`src/hdl/rcfu_pkg.sv`:
```
// Shared constants for the RC frame channel unpacker.
// No dependencies.
package rcfu_pkg;

   localparam int BYTE_W    = 8;
   localparam int CH_IDX_W  = 5;
   localparam int VALUE_W   = 12;

   localparam int RSP_BITS    = CH_IDX_W + VALUE_W;
   localparam int RSP_TDATA_W = ((RSP_BITS + 7) / 8) * 8;

   localparam int FRAME_BYTES_DEF  = 27;
   localparam int NUM_CHANNELS_DEF = 18;

   // header pair, first then second
   localparam logic [BYTE_W-1:0] HDR_FIRST  = 8'h1F;
   localparam logic [BYTE_W-1:0] HDR_SECOND = 8'h38;

endpackage

```
`src/hdl/rcfu_ram.sv`:
```
// Generic single-write, single-read synchronous RAM, registered read.
// No dependencies.
module rcfu_ram #(
   parameter int  WIDTH  = 8,
   parameter int  DEPTH  = 27,
   localparam int ADDR_W = $clog2(DEPTH)
) (
   input  logic              clock,
   input  logic              wr_en,
   input  logic [ADDR_W-1:0] wr_addr,
   input  logic [WIDTH-1:0]  wr_data,
   input  logic              rd_en,
   input  logic [ADDR_W-1:0] rd_addr,
   output logic [WIDTH-1:0]  rd_data
);

   logic [WIDTH-1:0] store_ff [DEPTH];
   logic [WIDTH-1:0] rd_data_ff;

   always_ff @(posedge clock) begin
      if (wr_en) begin
         store_ff[wr_addr] <= wr_data;
      end
      if (rd_en) begin
         rd_data_ff <= store_ff[rd_addr];
      end
   end

   assign rd_data = rd_data_ff;

endmodule

```
`src/hdl/rcfu_collect.sv`:
```
// Header hunt and payload write side of the unpacker.
// Uses rcfu_pkg; writes payload bytes into the frame RAM.
module rcfu_collect #(
   parameter int  FRAME_BYTES = rcfu_pkg::FRAME_BYTES_DEF,
   localparam int ADDR_W      = $clog2(FRAME_BYTES)
) (
   input  logic                      clock,
   input  logic                      reset,
   input  logic                      req_tvalid,
   output logic                      req_tready,
   input  logic [rcfu_pkg::BYTE_W-1:0] req_tdata,
   output logic                      wr_en,
   output logic [ADDR_W-1:0]         wr_addr,
   output logic [rcfu_pkg::BYTE_W-1:0] wr_data,
   output logic                      start,
   input  logic                      done
);
   import rcfu_pkg::*;

   typedef enum logic [1:0] {
      C_HUNT,
      C_COLLECT,
      C_WAIT
   } state_type;

   localparam logic [ADDR_W-1:0] LAST_POS = ADDR_W'(FRAME_BYTES - 1);

   state_type         state_ff, state_in;
   logic [ADDR_W-1:0] cnt_ff, cnt_in;
   logic [BYTE_W-1:0] prev_ff, prev_in;
   logic              start_ff, start_in;
   logic              accept;

   assign req_tready = (state_ff != C_WAIT);
   assign accept     = req_tvalid && req_tready;

   // payload byte goes straight to the RAM write port
   assign wr_en   = accept && (state_ff == C_COLLECT);
   assign wr_addr = cnt_ff;
   assign wr_data = req_tdata;
   assign start   = start_ff;

   always_comb begin
      state_in = state_ff;
      cnt_in   = cnt_ff;
      prev_in  = prev_ff;
      start_in = 1'b0;
      if (accept) begin
         prev_in = req_tdata;
      end
      unique case (state_ff)
         C_HUNT: begin
            if (accept && prev_ff == HDR_FIRST && req_tdata == HDR_SECOND) begin
               state_in = C_COLLECT;
               cnt_in   = '0;
            end
         end
         C_COLLECT: begin
            if (accept) begin
               if (cnt_ff == LAST_POS) begin
                  cnt_in   = '0;
                  start_in = 1'b1;
                  state_in = C_WAIT;
               end else begin
                  cnt_in = cnt_ff + 1'b1;
               end
            end
         end
         C_WAIT: begin
            // store is read back; no writes until the unpack side is done
            if (done) begin
               state_in = C_HUNT;
            end
         end
         default: state_in = C_HUNT;
      endcase
   end

   always_ff @(posedge clock) begin
      if (reset) begin
         state_ff <= C_HUNT;
         cnt_ff   <= '0;
         prev_ff  <= '0;
         start_ff <= 1'b0;
      end else begin
         state_ff <= state_in;
         cnt_ff   <= cnt_in;
         prev_ff  <= prev_in;
         start_ff <= start_in;
      end
   end

endmodule

```
`src/hdl/rcfu_unpack.sv`:
```
// Read-back sequencer: reads three-byte groups from the frame RAM and
// emits two channel values per group (one in the final group of an odd channel count). Uses rcfu_pkg.
module rcfu_unpack #(
   parameter int  FRAME_BYTES  = rcfu_pkg::FRAME_BYTES_DEF,
   parameter int  NUM_CHANNELS = rcfu_pkg::NUM_CHANNELS_DEF,
   localparam int ADDR_W       = $clog2(FRAME_BYTES)
) (
   input  logic                           clock,
   input  logic                           reset,
   input  logic                           start,
   output logic                           done,
   output logic                           rd_en,
   output logic [ADDR_W-1:0]              rd_addr,
   input  logic [rcfu_pkg::BYTE_W-1:0]    rd_data,
   output logic                           rsp_tvalid,
   input  logic                           rsp_tready,
   output logic [rcfu_pkg::RSP_TDATA_W-1:0] rsp_tdata,
   output logic                           rsp_tlast
);
   import rcfu_pkg::*;

   localparam int NUM_GROUPS = (NUM_CHANNELS + 1) / 2;
   localparam int POS_W      = $clog2(3 * NUM_GROUPS + 1);
   localparam logic [CH_IDX_W-1:0] LAST_CH = CH_IDX_W'(NUM_CHANNELS - 1);
   localparam logic [1:0]          LAST_SLOT = 2'd2;

   typedef enum logic [1:0] {
      U_IDLE,
      U_READ,
      U_EMIT_LO,
      U_EMIT_HI
   } state_type;

   state_type           state_ff, state_in;
   logic [POS_W-1:0]    pos_ff, pos_in;
   logic [1:0]          slot_ff, slot_in;
   logic [CH_IDX_W-1:0] ch_ff, ch_in;
   logic                cap_vld_ff, cap_vld_in;
   logic [1:0]          cap_slot_ff, cap_slot_in;
   logic                cap_oob_ff, cap_oob_in;
   logic [BYTE_W-1:0]   grp_ff [3];
   logic [BYTE_W-1:0]   grp_in [3];
   logic                rsp_valid_ff, rsp_valid_in;
   logic [CH_IDX_W-1:0] rsp_idx_ff, rsp_idx_in;
   logic [VALUE_W-1:0]  rsp_value_ff, rsp_value_in;
   logic                rsp_last_ff, rsp_last_in;
   logic                done_ff, done_in;

   logic                in_range;
   logic                out_free;
   logic                is_last;
   logic [VALUE_W-1:0]  lo_value;
   logic [VALUE_W-1:0]  hi_value;

   // positions past the stored frame read as zero
   assign in_range = int'(pos_ff) < FRAME_BYTES;
   assign rd_en    = (state_ff == U_READ) && in_range;
   assign rd_addr  = ADDR_W'(pos_ff);
   assign out_free = !rsp_valid_ff || rsp_tready;
   assign is_last  = (ch_ff == LAST_CH);
   assign lo_value = {grp_ff[1][7:4], grp_ff[0]};
   assign hi_value = {grp_ff[2], grp_ff[1][3:0]};

   always_comb begin
      state_in     = state_ff;
      pos_in       = pos_ff;
      slot_in      = slot_ff;
      ch_in        = ch_ff;
      cap_vld_in   = 1'b0;
      cap_slot_in  = cap_slot_ff;
      cap_oob_in   = cap_oob_ff;
      grp_in       = grp_ff;
      rsp_valid_in = rsp_valid_ff && !rsp_tready;
      rsp_idx_in   = rsp_idx_ff;
      rsp_value_in = rsp_value_ff;
      rsp_last_in  = rsp_last_ff;
      done_in      = 1'b0;

      // read data lands in the cycle after the address
      if (cap_vld_ff) begin
         grp_in[cap_slot_ff] = cap_oob_ff ? '0 : rd_data;
      end

      unique case (state_ff)
         U_IDLE: begin
            if (start) begin
               pos_in   = '0;
               slot_in  = '0;
               ch_in    = '0;
               state_in = U_READ;
            end
         end
         U_READ: begin
            cap_vld_in  = 1'b1;
            cap_slot_in = slot_ff;
            cap_oob_in  = !in_range;
            pos_in      = pos_ff + 1'b1;
            if (slot_ff == LAST_SLOT) begin
               slot_in  = '0;
               state_in = U_EMIT_LO;
            end else begin
               slot_in = slot_ff + 1'b1;
            end
         end
         U_EMIT_LO: begin
            // needs only bytes 0 and 1; byte 2 is captured this cycle
            if (out_free) begin
               rsp_valid_in = 1'b1;
               rsp_idx_in   = ch_ff;
               rsp_value_in = lo_value;
               rsp_last_in  = is_last;
               if (is_last) begin
                  done_in  = 1'b1;
                  state_in = U_IDLE;
               end else begin
                  ch_in    = ch_ff + 1'b1;
                  state_in = U_EMIT_HI;
               end
            end
         end
         U_EMIT_HI: begin
            if (out_free) begin
               rsp_valid_in = 1'b1;
               rsp_idx_in   = ch_ff;
               rsp_value_in = hi_value;
               rsp_last_in  = is_last;
               if (is_last) begin
                  done_in  = 1'b1;
                  state_in = U_IDLE;
               end else begin
                  ch_in    = ch_ff + 1'b1;
                  state_in = U_READ;
               end
            end
         end
         default: state_in = U_IDLE;
      endcase
   end

   always_ff @(posedge clock) begin
      if (reset) begin
         state_ff     <= U_IDLE;
         cap_vld_ff   <= 1'b0;
         rsp_valid_ff <= 1'b0;
         done_ff      <= 1'b0;
      end else begin
         state_ff     <= state_in;
         cap_vld_ff   <= cap_vld_in;
         rsp_valid_ff <= rsp_valid_in;
         done_ff      <= done_in;
      end
      pos_ff       <= pos_in;
      slot_ff      <= slot_in;
      ch_ff        <= ch_in;
      cap_slot_ff  <= cap_slot_in;
      cap_oob_ff   <= cap_oob_in;
      grp_ff       <= grp_in;
      rsp_idx_ff   <= rsp_idx_in;
      rsp_value_ff <= rsp_value_in;
      rsp_last_ff  <= rsp_last_in;
   end

   assign done       = done_ff;
   assign rsp_tvalid = rsp_valid_ff;
   assign rsp_tlast  = rsp_last_ff;
   assign rsp_tdata  = RSP_TDATA_W'({rsp_value_ff, rsp_idx_ff});

endmodule

```
`src/hdl/rc_frame_channel_unpacker.sv`:
```
// Top level of the RC frame channel unpacker.
// Uses rcfu_pkg, rcfu_collect, rcfu_ram and rcfu_unpack.
//
//  - req channel: one received serial byte per item. While hunting, the pair
//    0x1F then 0x38 opens a frame; the next FRAME_BYTES items are payload,
//    written into the frame RAM one per cycle with no stall.
//  - rsp channel: NUM_CHANNELS items per frame, index 0 upward, twelve-bit
//    values; tlast marks the final channel. Group b0 b1 b2 gives
//    {b1[7:4], b0} then {b2, b1[3:0]}. No checksum check.
//  - Read-back: after the last payload item is accepted, each group is read
//    from the RAM one byte at a time, then its channels are emitted, paced
//    by the single RAM read port; a low rsp_tready stalls the emits.
//  - req_tready is low after the last payload item until the cycle after the
//    final channel is loaded into the output register.
//  - A stalled rsp_tready holds the output register and the read-back
//    sequencer; no result is dropped.
//  - Reset: hunting, previous byte cleared, output empty. The frame RAM is
//    not cleared; every byte read was written first.
module rc_frame_channel_unpacker #(
   parameter int FRAME_BYTES  = rcfu_pkg::FRAME_BYTES_DEF,
   parameter int NUM_CHANNELS = rcfu_pkg::NUM_CHANNELS_DEF
) (
   input  logic                             clock,
   input  logic                             reset,
   // req_tdata[7:0]: data_byte
   input  logic                             req_tvalid,
   output logic                             req_tready,
   input  logic [rcfu_pkg::BYTE_W-1:0]      req_tdata,
   // rsp_tdata[4:0]: channel_index, [16:5]: channel_value, [23:17]: zero
   output logic                             rsp_tvalid,
   input  logic                             rsp_tready,
   output logic [rcfu_pkg::RSP_TDATA_W-1:0] rsp_tdata,
   output logic                             rsp_tlast     // last_channel
);
   import rcfu_pkg::*;

   localparam int ADDR_W = $clog2(FRAME_BYTES);

   logic              wr_en;
   logic [ADDR_W-1:0] wr_addr;
   logic [BYTE_W-1:0] wr_data;
   logic              rd_en;
   logic [ADDR_W-1:0] rd_addr;
   logic [BYTE_W-1:0] rd_data;
   logic              start;
   logic              done;

   // hunt for header, write payload
   rcfu_collect #(
      .FRAME_BYTES (FRAME_BYTES)
   ) u_collect (
      .clock      (clock),
      .reset      (reset),
      .req_tvalid (req_tvalid),
      .req_tready (req_tready),
      .req_tdata  (req_tdata),
      .wr_en      (wr_en),
      .wr_addr    (wr_addr),
      .wr_data    (wr_data),
      .start      (start),
      .done       (done)
   );

   // frame store; writer and reader never overlap, collect waits for done
   rcfu_ram #(
      .WIDTH (BYTE_W),
      .DEPTH (FRAME_BYTES)
   ) u_frame_ram (
      .clock   (clock),
      .wr_en   (wr_en),
      .wr_addr (wr_addr),
      .wr_data (wr_data),
      .rd_en   (rd_en),
      .rd_addr (rd_addr),
      .rd_data (rd_data)
   );

   // read back groups, emit channels
   rcfu_unpack #(
      .FRAME_BYTES  (FRAME_BYTES),
      .NUM_CHANNELS (NUM_CHANNELS)
   ) u_unpack (
      .clock      (clock),
      .reset      (reset),
      .start      (start),
      .done       (done),
      .rd_en      (rd_en),
      .rd_addr    (rd_addr),
      .rd_data    (rd_data),
      .rsp_tvalid (rsp_tvalid),
      .rsp_tready (rsp_tready),
      .rsp_tdata  (rsp_tdata),
      .rsp_tlast  (rsp_tlast)
   );

endmodule

```
`config.mk`:
```
export PLATFORM = sky130hd
export DESIGN_NAME = rc_frame_channel_unpacker
export DESIGN_NICKNAME = d
export VERILOG_FILES = /design/src/hdl/rcfu_pkg.sv /design/src/hdl/rcfu_ram.sv /design/src/hdl/rcfu_collect.sv /design/src/hdl/rcfu_unpack.sv /design/src/hdl/rc_frame_channel_unpacker.sv
export SDC_FILE = /design/constraint.sdc
export NUM_CORES = 1
export LEC_CHECK = 0
export BUFFER_PORTS_ARGS = -buffer_cell sky130_fd_sc_hd__buf_2
export CAP_MARGIN = 15
export CORE_MARGIN = 2
export CORE_UTILIZATION = 55
export CTS_BUF_LIST = sky130_fd_sc_hd__clkbuf_8
export DETAILED_ROUTE_END_ITERATION = 10
export GPL_TIMING_DRIVEN = 0
export PLACE_DENSITY = 0.7
export REMOVE_ABC_BUFFERS = 1
export SLEW_MARGIN = 5
export SYNTH_ARGS = -nofsm -noshare
export SYNTH_HDL_FRONTEND = slang
export SYNTH_HIERARCHICAL = 1
export SYNTH_SLANG_ARGS = --single-unit
```
`constraint.sdc`:
```
create_clock -name clock -period 3.4 [get_ports clock]
set_clock_uncertainty 0.2 [all_clocks]
set_input_delay 0.34 -clock clock [delete_from_list [all_inputs] [get_ports clock]]
set_output_delay 0.34 -clock clock [all_outputs]
set_load 0.05 [all_outputs]
```
# Word-level counts from Yosys, hierarchy flattened
# Memory sizes are Yosys's and may differ from the RTL's. A register that Yosys moved wholly into a read port is not among the register bits.
# Cells that the tools add are included.
[word_totals]
elab_cells = 118
ff_bits = 78
mem_count = 1
input_bits = 12
ramBits = 216
output_inout_bits = 27
[memory_table]
columns = ["name", "words", "width", "read_ports", "rd_clocked_by_memory_dff", "write_ports", "line_no", "source"]
rows = [
  ["u_frame_ram.store_ff", 27, 8, 1, 1, 1, "rcfu_ram.sv:17", "logic [WIDTH-1:0] store_ff [DEPTH];"],
]
[classes]
reduce_logical = 27
eq_ne = 21
magnitude_cmp = 3
mux = 38
bitwise = 5
n_addsub = 4
[op_table]
columns = ["cell", "n"]
rows = [
  ["5-bit 2-to-1 mux", 6],
  ["5-bit one-hot mux with 2 select lines", 3],
  ["24-bit bitwise mux", 1],
  ["12-bit 2-to-1 mux", 2],
  ["12-bit one-hot mux with 2 select lines", 1],
  ["2-bit 2-to-1 mux", 11],
  ["8-bit demux with 2-bit select", 1],
  ["8-bit 2-to-1 mux", 2],
  ["5-bit by 1-bit adder with 5-bit output, second input constant", 3],
  ["2-bit by 1-bit inequality test with 1-bit output, second input constant", 6],
  ["4-bit AND reduction", 3],
  ["5-bit equality test, second input constant", 2],
  ["2-bit inequality test, second input constant", 5],
  ["2-bit equality test, second input constant", 4],
  ["8-bit by 5-bit equality test with 1-bit output, second input constant", 1],
  ["8-bit by 6-bit equality test with 1-bit output, second input constant", 1],
  ["1-bit 2-to-1 mux", 8],
  ["2-bit one-hot mux with 4 select lines", 1],
  ["2-bit nonzero test", 4],
  ["1-bit logical AND", 7],
  ["2-bit one-hot mux with 3 select lines", 1],
  ["3-bit AND reduction", 2],
  ["3-bit OR reduction", 2],
  ["5-bit less-than comparator, second input constant", 1],
  ["12 further kinds", 20],
]

# Depth between registers and ports, before layout
# Gate-level depths: netlist of run 1.
[logic_depth]
ltp_word = 6
depth_mapped = 7
ltp_nobuf = 7

# Cells and area by module
# The synthesis of run 1 kept the hierarchy.
[by_module_without_submodules]
columns = ["mod", "instances", "cells_per_inst", "area_each_um2"]
rows = [
  ["rcfu_ram", 1, 360, 8630.8],
  ["rcfu_unpack", 1, 150, 2442.3],
  ["rcfu_collect", 1, 97, 805.8],
]

# Worst setup path after synthesis of run 1
# Ideal clock, no wire load.
[synth_path]
kind = "register -> register"
start = "register u_unpack.pos_ff[2], in the netlist u_unpack/rd_addr[2]"
end = "register u_frame_ram.rd_data_ff[0], in the netlist u_frame_ram/rd_data[0] (read register of u_frame_ram.store_ff) (data pin)"
n_path_buf = 2
t_arrival_ns = 2.172
stages_incl_launch_ff = 6
synth_period_minus_slack_ns = 2.631
path_slack_ns = 0.769
path_cell_list = "edfxtp_1 -> clkbuf_1 -> clkbuf_1 -> mux4_2 -> mux4_2 -> mux2_2"
[synth_between]
elab_chain_len = 2
[synth_lines]
columns = ["element", "line_no", "source"]
rows = [
  ["from (decl)", "rcfu_unpack.sv:35", "logic [POS_W-1:0] pos_ff, pos_in;"],
  ["from (signal assigned)", "rcfu_unpack.sv:152", "pos_ff <= pos_in;"],
  ["5-bit less-than comparator", "rcfu_unpack.sv:56", "assign in_range = int'(pos_ff) < FRAME_BYTES;"],
  ["1-bit logical AND", "rcfu_unpack.sv:57", "assign rd_en = (state_ff == U_READ) && in_range;"],
  ["to (decl)", "rcfu_ram.sv:18", "logic [WIDTH-1:0] rd_data_ff;"],
]
# Several ways; a longest one is shown, not always the timed one.
# A chain may end at the register's enable or synchronous reset.

# Worst setup path in the final report of run 1
[layout_path]
start = "register u_unpack.pos_ff[0], in the netlist u_unpack/rd_addr[0]"
end = "register u_frame_ram.rd_data_ff[7], in the netlist u_frame_ram/rd_data[7] (read register of u_frame_ram.store_ff) (data pin)"
# Same word-level chain as after synthesis.

==> reports/results.ini, run 1 <==
[drt]
drc = 0
first_pass_iters = 5
viasPerCell = 5.77
wl_per_cell_um = 21.9
num_vias = 5631
drt-total-wl_um = 21300
ant_nets = 0
drt_iter0_markers = 566

[power_and_ir_drop]
p_int_mw = 5.39
switching_power_mw = 1.38
power.density_nw_per_um2 = 512
p_leak_nw = 4.35
peakVddDrop_mv = 0.384
power_frac_comb_pct = 1.3
p_seq_share_pct = 59.9
pwr-share-clk_pct = 38.9
swShare_pct = 20.4

[sta]
rsz0062_at_grt = false
slew-limit-headroom_pct = 22.0
setup_slack_ns = 0.272
post-route-min-period_ns = 3.13
fmax_mhz = 320
post-route-period-util_pct = 92.0
final_hold_viol_count = 0
drv_slew = 0
worstMarginPinSlew_ns = 1.17
setup_viol = 0

[setup_path]
crit_path_end_kind = flop
critPathLaunchType = flop
r2r_slack_ns = 0.27
cp.arrival_ns = 3.22
crit_start = u_unpack/rd_addr[0]
critPathMaxFanout = 10
required_ns = 3.49
r2r-start = u_unpack/rd_addr[0]
crit_type = reg -> reg

[placed_design]
portBuffers = 31
placed_area_sq_um = 12300
gp_congestion = 0.803
hpwl_um = 13200
place_ws_ns = 0.255

[grt]
grt.overflow.total = 0
grt_pass1_vias = 5735
track_usage_pct = 19.6
antenna_found_initial = 0
grt_pass1_wl_um = 32600
grt_max_degree = 30

[die]
core_area_sq_um = 21100
start_util_pct = 56.3
dieWidth_um = 151
std_cell_rows = 53
dieArea_sq_um = 22800
io_pins = 39
die_height_um = 151

[clocking]
clockBufferDepth = 3
clock_latency_ns = 0.56
cts_made_buffers = 46
post_cts_buffers = 0
postCtsResizedCells = 0
htree_levels = 2
cts_tree = built
cts-root-buf = clkbuf_8
clkTransAtPathRegs_ns = 0.06
cts_num_sinks = 302

[flow_run]
maxCapViolations = 0

[final_layout]
final_area_sq_um = 13200
syn2layout_area_growth_pct = 11.3
nNetsFinal = 685
fillers = 1446
multiInputGateArea_sq_um = 2780
drive_gt1_share_pct = 28.5
final_cell_mix = 281 x edfxtp_1, 64 x mux4_2, 49 x clkbuf_8, 48 x nor2_1, 31 x buf_2
antenna_cells = 0
final_common_cell = edfxtp_1
seqCellArea_sq_um = 8860

[synthesis]
avgSynthCellArea_sq_um = 19.6
synth_area_sq_um = 11900
async_flop_share_pct = 0
ys_seq_elements = 302
synthFlopType = edfxtp_1
synth_edf_count = 281
ys_warn_count = 6
ys_seq_area_share_pct = 74.6
synth_cell_types = 51
synth_cells = 607

[status]
status = complete, no violations

[hold_path]
hold_path.class = in -> reg
hp-start = req_tdata[2]

## routing by layer
metal,vias to the layer above,routed length [um],track usage [%]
li1,2534,-,-
met1,2887,8990,26.8
met2,173,10600,32.1
met3,37,1360,4.61
met4,0,371,5.89
met5,-,0,0
## synth_stat cells, types with 2 or more instances
| master | n | share of area, % |
|---|---|---|
| a31oi_1 | 2 | 0.11 |
| nor2_1 | 48 | 1.5 |
| inv_1 | 8 | 0.25 |
| nand2_1 | 16 | 0.51 |
| and4b_1 | 2 | 0.17 |
| nand3_1 | 13 | 0.55 |
| and3_1 | 2 | 0.11 |
| buf_1 | 3 | 0.095 |
| edfxtp_1 | 281 | 71 |
| mux2_2 | 28 | 2.7 |
| nand3b_1 | 5 | 0.32 |
| buf_2 | 3 | 0.13 |
| o22ai_1 | 3 | 0.16 |
| nand2b_1 | 7 | 0.37 |
| nor3_1 | 5 | 0.21 |
| a21oi_1 | 12 | 0.51 |
| nor2b_1 | 8 | 0.42 |
| buf_6 | 4 | 0.38 |
| xor2_1 | 4 | 0.29 |
| xnor2_1 | 2 | 0.15 |
| and3b_1 | 2 | 0.15 |
| clkbuf_1 | 11 | 0.35 |
| o2bb2ai_1 | 2 | 0.15 |
| mux4_2 | 64 | 12 |
| dfxtp_1 | 21 | 3.5 |
| nor3b_1 | 2 | 0.13 |
| ha_1 | 6 | 0.63 |
| inv_2 | 2 | 0.063 |
| or3b_2 | 3 | 0.22 |
| nand4b_1 | 2 | 0.15 |
| buf_4 | 16 | 1.0 |
## worst max-delay path, stage by stage (launching register included)
cell and delay, ns:
edfxtp_1 0.73, buf_8 0.24, buf_16 0.17, buf_16 0.16, mux4_2 0.51, mux4_2 0.52, mux2_2 0.31
## cell families (layout without fill, tap and decap cells)
family,after synthesis,in the layout,share of synthesized area (%)
xor gates and xnor gates,6,6,0.442
adders and majority gates,6,6,0.632
other,1,7,0.0316
DFF,302,302,74.6
muxes,92,92,14.8
buffers and inverters,47,135,2.28
AOI/OAI and AO/OA,28,28,1.62
and+or+nand+nor,125,125,5.64
## sequential cells by signal (all words and copies together), names as in the netlist
register / flops
u_unpack/rsp_value_ff: 12
u_collect/wr_addr: 5
u_collect/prev_ff: 8
u_unpack/cap_slot_ff: 2
u_unpack/cap_vld_ff: 1
u_unpack/rsp_tvalid: 1
u_unpack/rsp_idx_ff: 5
u_unpack/grp_ff: 24
u_frame_ram/rd_data: 8
u_unpack/state_ff: 2
u_unpack/cap_oob_ff: 1
u_unpack/rd_addr: 5
u_frame_ram/store_ff: 216
u_unpack/slot_ff: 2
u_unpack/rsp_tlast: 1
u_collect/state_ff: 2
u_collect/start: 1
u_unpack/ch_ff: 5
u_unpack/done: 1
## cell type report
class,instances,area share (%)
Clock buffer,49,5.10
Clock inverter,33,1.05
Inverter,10,0.284
Multi-Input combinational cell,264,21.0
Sequential cell,302,67.0
Tap cell,275,2.60
Timing Repair Buffer,43,2.95
## power groups by stage
stage / clock [mW] / sequential, mW / combinational (mW)
final: 2.63 / 4.05 / 0.0874
after floorplan: 0 / 4.13 / 0.0281
after global routing: 2.86 / 4.05 / 0.0969
after CTS: 2.70 / 4.05 / 0.0884
after global placement: 0 / 4.13 / 0.0811
after detailed placement: 0 / 4.13 / 0.0859
## repair_timing
item,in CTS,in global routing
hold endpoints to repair,13,0
hold buffers,4,0
setup endpoints to repair,0,0
## per-stage QoR
step / util (%) / power (mW) / cells / hold WS [ns] / setup TNS (ns)
after floorplan: - / 4.16 / 576 / 0.209 / -5.35
after global placement: 57.7 / 4.21 / 882 / 0.240 / -22.40
after detailed placement: 58.6 / 4.22 / 889 / 0.247 / 0
after CTS: 62.6 / 6.84 / 975 / 0.0691 / 0
after global routing: 62.7 / 7.00 / 976 / 0.0982 / 0
final: 62.7 / 6.77 / 976 / 0.0954 / 0
## path summary, 6_finish.rpt
kind | endpoint | cells past startpoint
setup / recovery | u_frame_ram/rd_data[7] | 6
hold / removal | u_frame_ram/store_ff[5][2] | 1
setup reg to reg | u_frame_ram/rd_data[7] | 6
hold reg to reg | u_collect/prev_ff[5] | 2
No activity file was read; power rests on OpenSTA's default activity.
==> run 2: changes to the inputs <==
--- a/config.mk
+++ b/config.mk
@@ -9,7 +9,7 @@
 export CAP_MARGIN = 15
 export CORE_MARGIN = 2
 export CORE_UTILIZATION = 55
-export CTS_BUF_LIST = sky130_fd_sc_hd__clkbuf_8
+export CTS_BUF_LIST = sky130_fd_sc_hd__clkbuf_4
 export DETAILED_ROUTE_END_ITERATION = 10
 export GPL_TIMING_DRIVEN = 0
 export PLACE_DENSITY = 0.7
==> reports/results.ini, run 2 (same netlist as run 1, synthesis figures left out) <==
[final_layout]
nNetsFinal = 722  ; was 685
syn2layout_area_growth_pct = 13.1  ; was 11.3%
drive_gt1_share_pct = 33.6  ; was 28.5%
final_cell_mix = 281 x edfxtp_1, 104 x clkbuf_4, 64 x mux4_2, 48 x nor2_1, 31 x buf_2  ; was 281 x edfxtp_1, 64 x mux4_2, 49 x clkbuf_8, 48 x nor2_1, 31 x buf_2
final_util_pct = 63.7  ; was 62.7%
regMostFlops = u_frame_ram/store_ff  ; unchanged
final_common_cell = edfxtp_1  ; unchanged
largest_registers = u_frame_ram/store_ff x216, u_unpack/grp_ff x24, u_unpack/rsp_value_ff x12  ; unchanged
largest_reg_flops = 216  ; unchanged

[die]
die_height_um = 151  ; unchanged
dieArea_sq_um = 22800  ; unchanged
io_pins = 39  ; unchanged
dieWidth_um = 151  ; unchanged
start_util_pct = 56.3  ; unchanged
core_area_sq_um = 21100  ; unchanged
std_cell_rows = 53  ; unchanged

[grt]
grt_pass1_wl_um = 33500  ; was 32,600 um
grt_pass1_vias = 6055  ; was 5,735
track_usage_pct = 20.3  ; was 19.6%
grt_max_degree = 30  ; unchanged
antenna_found_initial = 1  ; was 0
grt.overflow.total = 0  ; unchanged

[sta]
worstMarginPinSlew_ns = 1.15  ; was 1.17 ns
drv_slew = 0  ; unchanged
final_hold_viol_count = 0  ; unchanged
fmax_mhz = 317  ; was 320 MHz
post-route-min-period_ns = 3.15  ; was 3.13 ns
holdWs_ns = 0.0499  ; was 0.0954 ns
setup_viol = 0  ; unchanged
slew-limit-headroom_pct = 23.5  ; was 22.0%
final.setup.tns_ns = 0  ; unchanged
post-route-period-util_pct = 92.7  ; was 92.0%
rsz0062_at_grt = false  ; unchanged

[power_and_ir_drop]
p_leak_nw = 4.45  ; was 4.35 nW
power.density_nw_per_um2 = 525  ; was 512 nW/um^2
switching_power_mw = 1.42  ; was 1.38 mW
power_frac_comb_pct = 1.4  ; was 1.3%
p_seq_share_pct = 57.4  ; was 59.9%
pwr-share-clk_pct = 41.3  ; was 38.9%
peakVddDrop_mv = 0.385  ; was 0.384 mV
swShare_pct = 20.2  ; was 20.4%
p_int_mw = 5.63  ; was 5.39 mW

[setup_path]
r2r_slack_ns = 0.25  ; was 0.27 ns
path_cells = buf_8, buf_16, buf_16, mux4_2, mux4_2, mux2_2  ; unchanged
r2r_cells = 6  ; unchanged
critPathMaxFanout = 10  ; unchanged
required_ns = 3.58  ; was 3.49 ns
cp.arrival_ns = 3.33  ; was 3.22 ns
r2r-end = u_frame_ram/rd_data[7]  ; unchanged
path_delay_family = multiplexers  ; unchanged
cp_slowest_stage_delay_ns = 0.73  ; about the same
cp.buffers_inverters = 3  ; unchanged
critPathLaunchType = flop  ; unchanged
cpMaxStageDelayCell = edfxtp_1  ; unchanged
r2r-start = u_unpack/rd_addr[0]  ; unchanged
crit_type = reg -> reg  ; unchanged
crit_path_end_kind = flop  ; unchanged

[clocking]
clkTransAtPathRegs_ns = 0.07  ; was 0.06 ns
cts_num_sinks = 302  ; unchanged
clockBufferDepth = 3  ; unchanged
clock_latency_ns = 0.66  ; was 0.56 ns
cts-root-buf = clkbuf_4  ; was clkbuf_8
cts_made_buffers = 74  ; was 46
cts_tree = built  ; unchanged
post_cts_buffers = 0  ; unchanged
htree_levels = 3  ; was 2

[drt]
ant_nets = 0  ; unchanged
drt_iter0_markers = 569  ; was 566
first_pass_iters = 5  ; unchanged
drc = 0  ; unchanged
drt-total-wl_um = 21800  ; was 21,300 um
wl_per_cell_um = 21.0  ; was 21.9 um
viasPerCell = 5.68  ; was 5.77
num_vias = 5881  ; was 5,631

[flow_run]
maxCapViolations = 0  ; unchanged

[hold_path]
worstHoldEndpoint = u_frame_ram/store_ff[6][1]  ; was u_frame_ram/store_ff[5][2]
holdPathStages = 1  ; unchanged
hold_path.class = in -> reg  ; unchanged
hp-start = req_tdata[1]  ; was req_tdata[2]

[placed_design]
gp_congestion = 0.803  ; unchanged
hpwl_um = 13200  ; unchanged
portBuffers = 31  ; unchanged

[status]
status = complete, no violations  ; unchanged

-- run 2: changes by cell type in the layout (fill, tap and decap cells not counted), sizes merged --
cell | previous run | this run
clkinv | 11 | 24
dlygate4sd3 | 4 | 13
clkinvlp | 1 | 0
clkbuf | 49 | 104
inv | 31 | 11
diode | 0 | 1
bufinv | 0 | 2
-- run 2: through the flow --
stage / total power [mW] / std cells / setup WS, ns / instance area, sq um
after global placement: 4.21 / 882 / -1.70 / 12200
after global routing: 7.36 / 1035 / 0.152 / 13400
final: 7.06 / 1035 / 0.249 / 13400
after floorplan: 4.16 / 576 / -0.664 / 11700
after CTS: 7.15 / 1033 / 0.217 / 13400
after detailed placement: 4.22 / 889 / 0.255 / 12300
-- run 2: power by group through the flow --
stage	Combinational, mW	Sequential [mW]	Clock [mW]
3_3_place_gp	0.0811	4.13	0
4_1_cts	0.0962	4.05	3.01
2_1_floorplan	0.0281	4.13	0
3_5_place_dp	0.0859	4.13	0
5_1_grt	0.106	4.05	3.21
6_report	0.0958	4.05	2.91
-- run 2: final cells by class --
| type | instances | area [sq um] |
|---|---|---|
| Antenna cell | 1 | 2.50 |
| Multi-Input combinational cell | 264 | 2780 |
| Clock inverter | 27 | 156 |
| Sequential cell | 302 | 8860 |
| Fill cell | 1440 | 7650 |
| Tap cell | 275 | 344 |
| Inverter | 10 | 37.5 |
| Timing Repair Buffer | 52 | 480 |
| Clock buffer | 104 | 781 |
-- run 2: how the worst max path moves through the flow --
stage                              startpoint                      to  slack, ns  cells after the start
after floorplan           u_unpack/rd_addr[0]  u_frame_ram/rd_data[0]      -0.66                      3
after global placement    u_unpack/rd_addr[0]  u_frame_ram/rd_data[6]      -1.70                      3
after detailed placement  u_unpack/rd_addr[0]  u_frame_ram/rd_data[7]       0.26                      6
after CTS                 u_unpack/rd_addr[0]  u_frame_ram/rd_data[7]       0.22                      6
after global routing      u_unpack/rd_addr[0]  u_frame_ram/rd_data[7]       0.15                      6
final                     u_unpack/rd_addr[0]  u_frame_ram/rd_data[7]       0.25                      6
-- run 2: layer usage --
layer  up-vias  track usage, %  share of wire (%)
met4         0            7.57                1.7
met2       213            33.3                 50
met1      2982            26.9                 42
met5         -               0                  0
met3        35            4.58                6.4
li1       2651               -                  -
-- run 2: repair_timing --
| item | in CTS | in global routing |
|---|---|---|
| endpoints found under the hold margin | 117 | 0 |
| setup endpoints to repair | 0 | 0 |
| gates resized for setup | 0 | 0 |
| hold buffers | 13 | 0 |
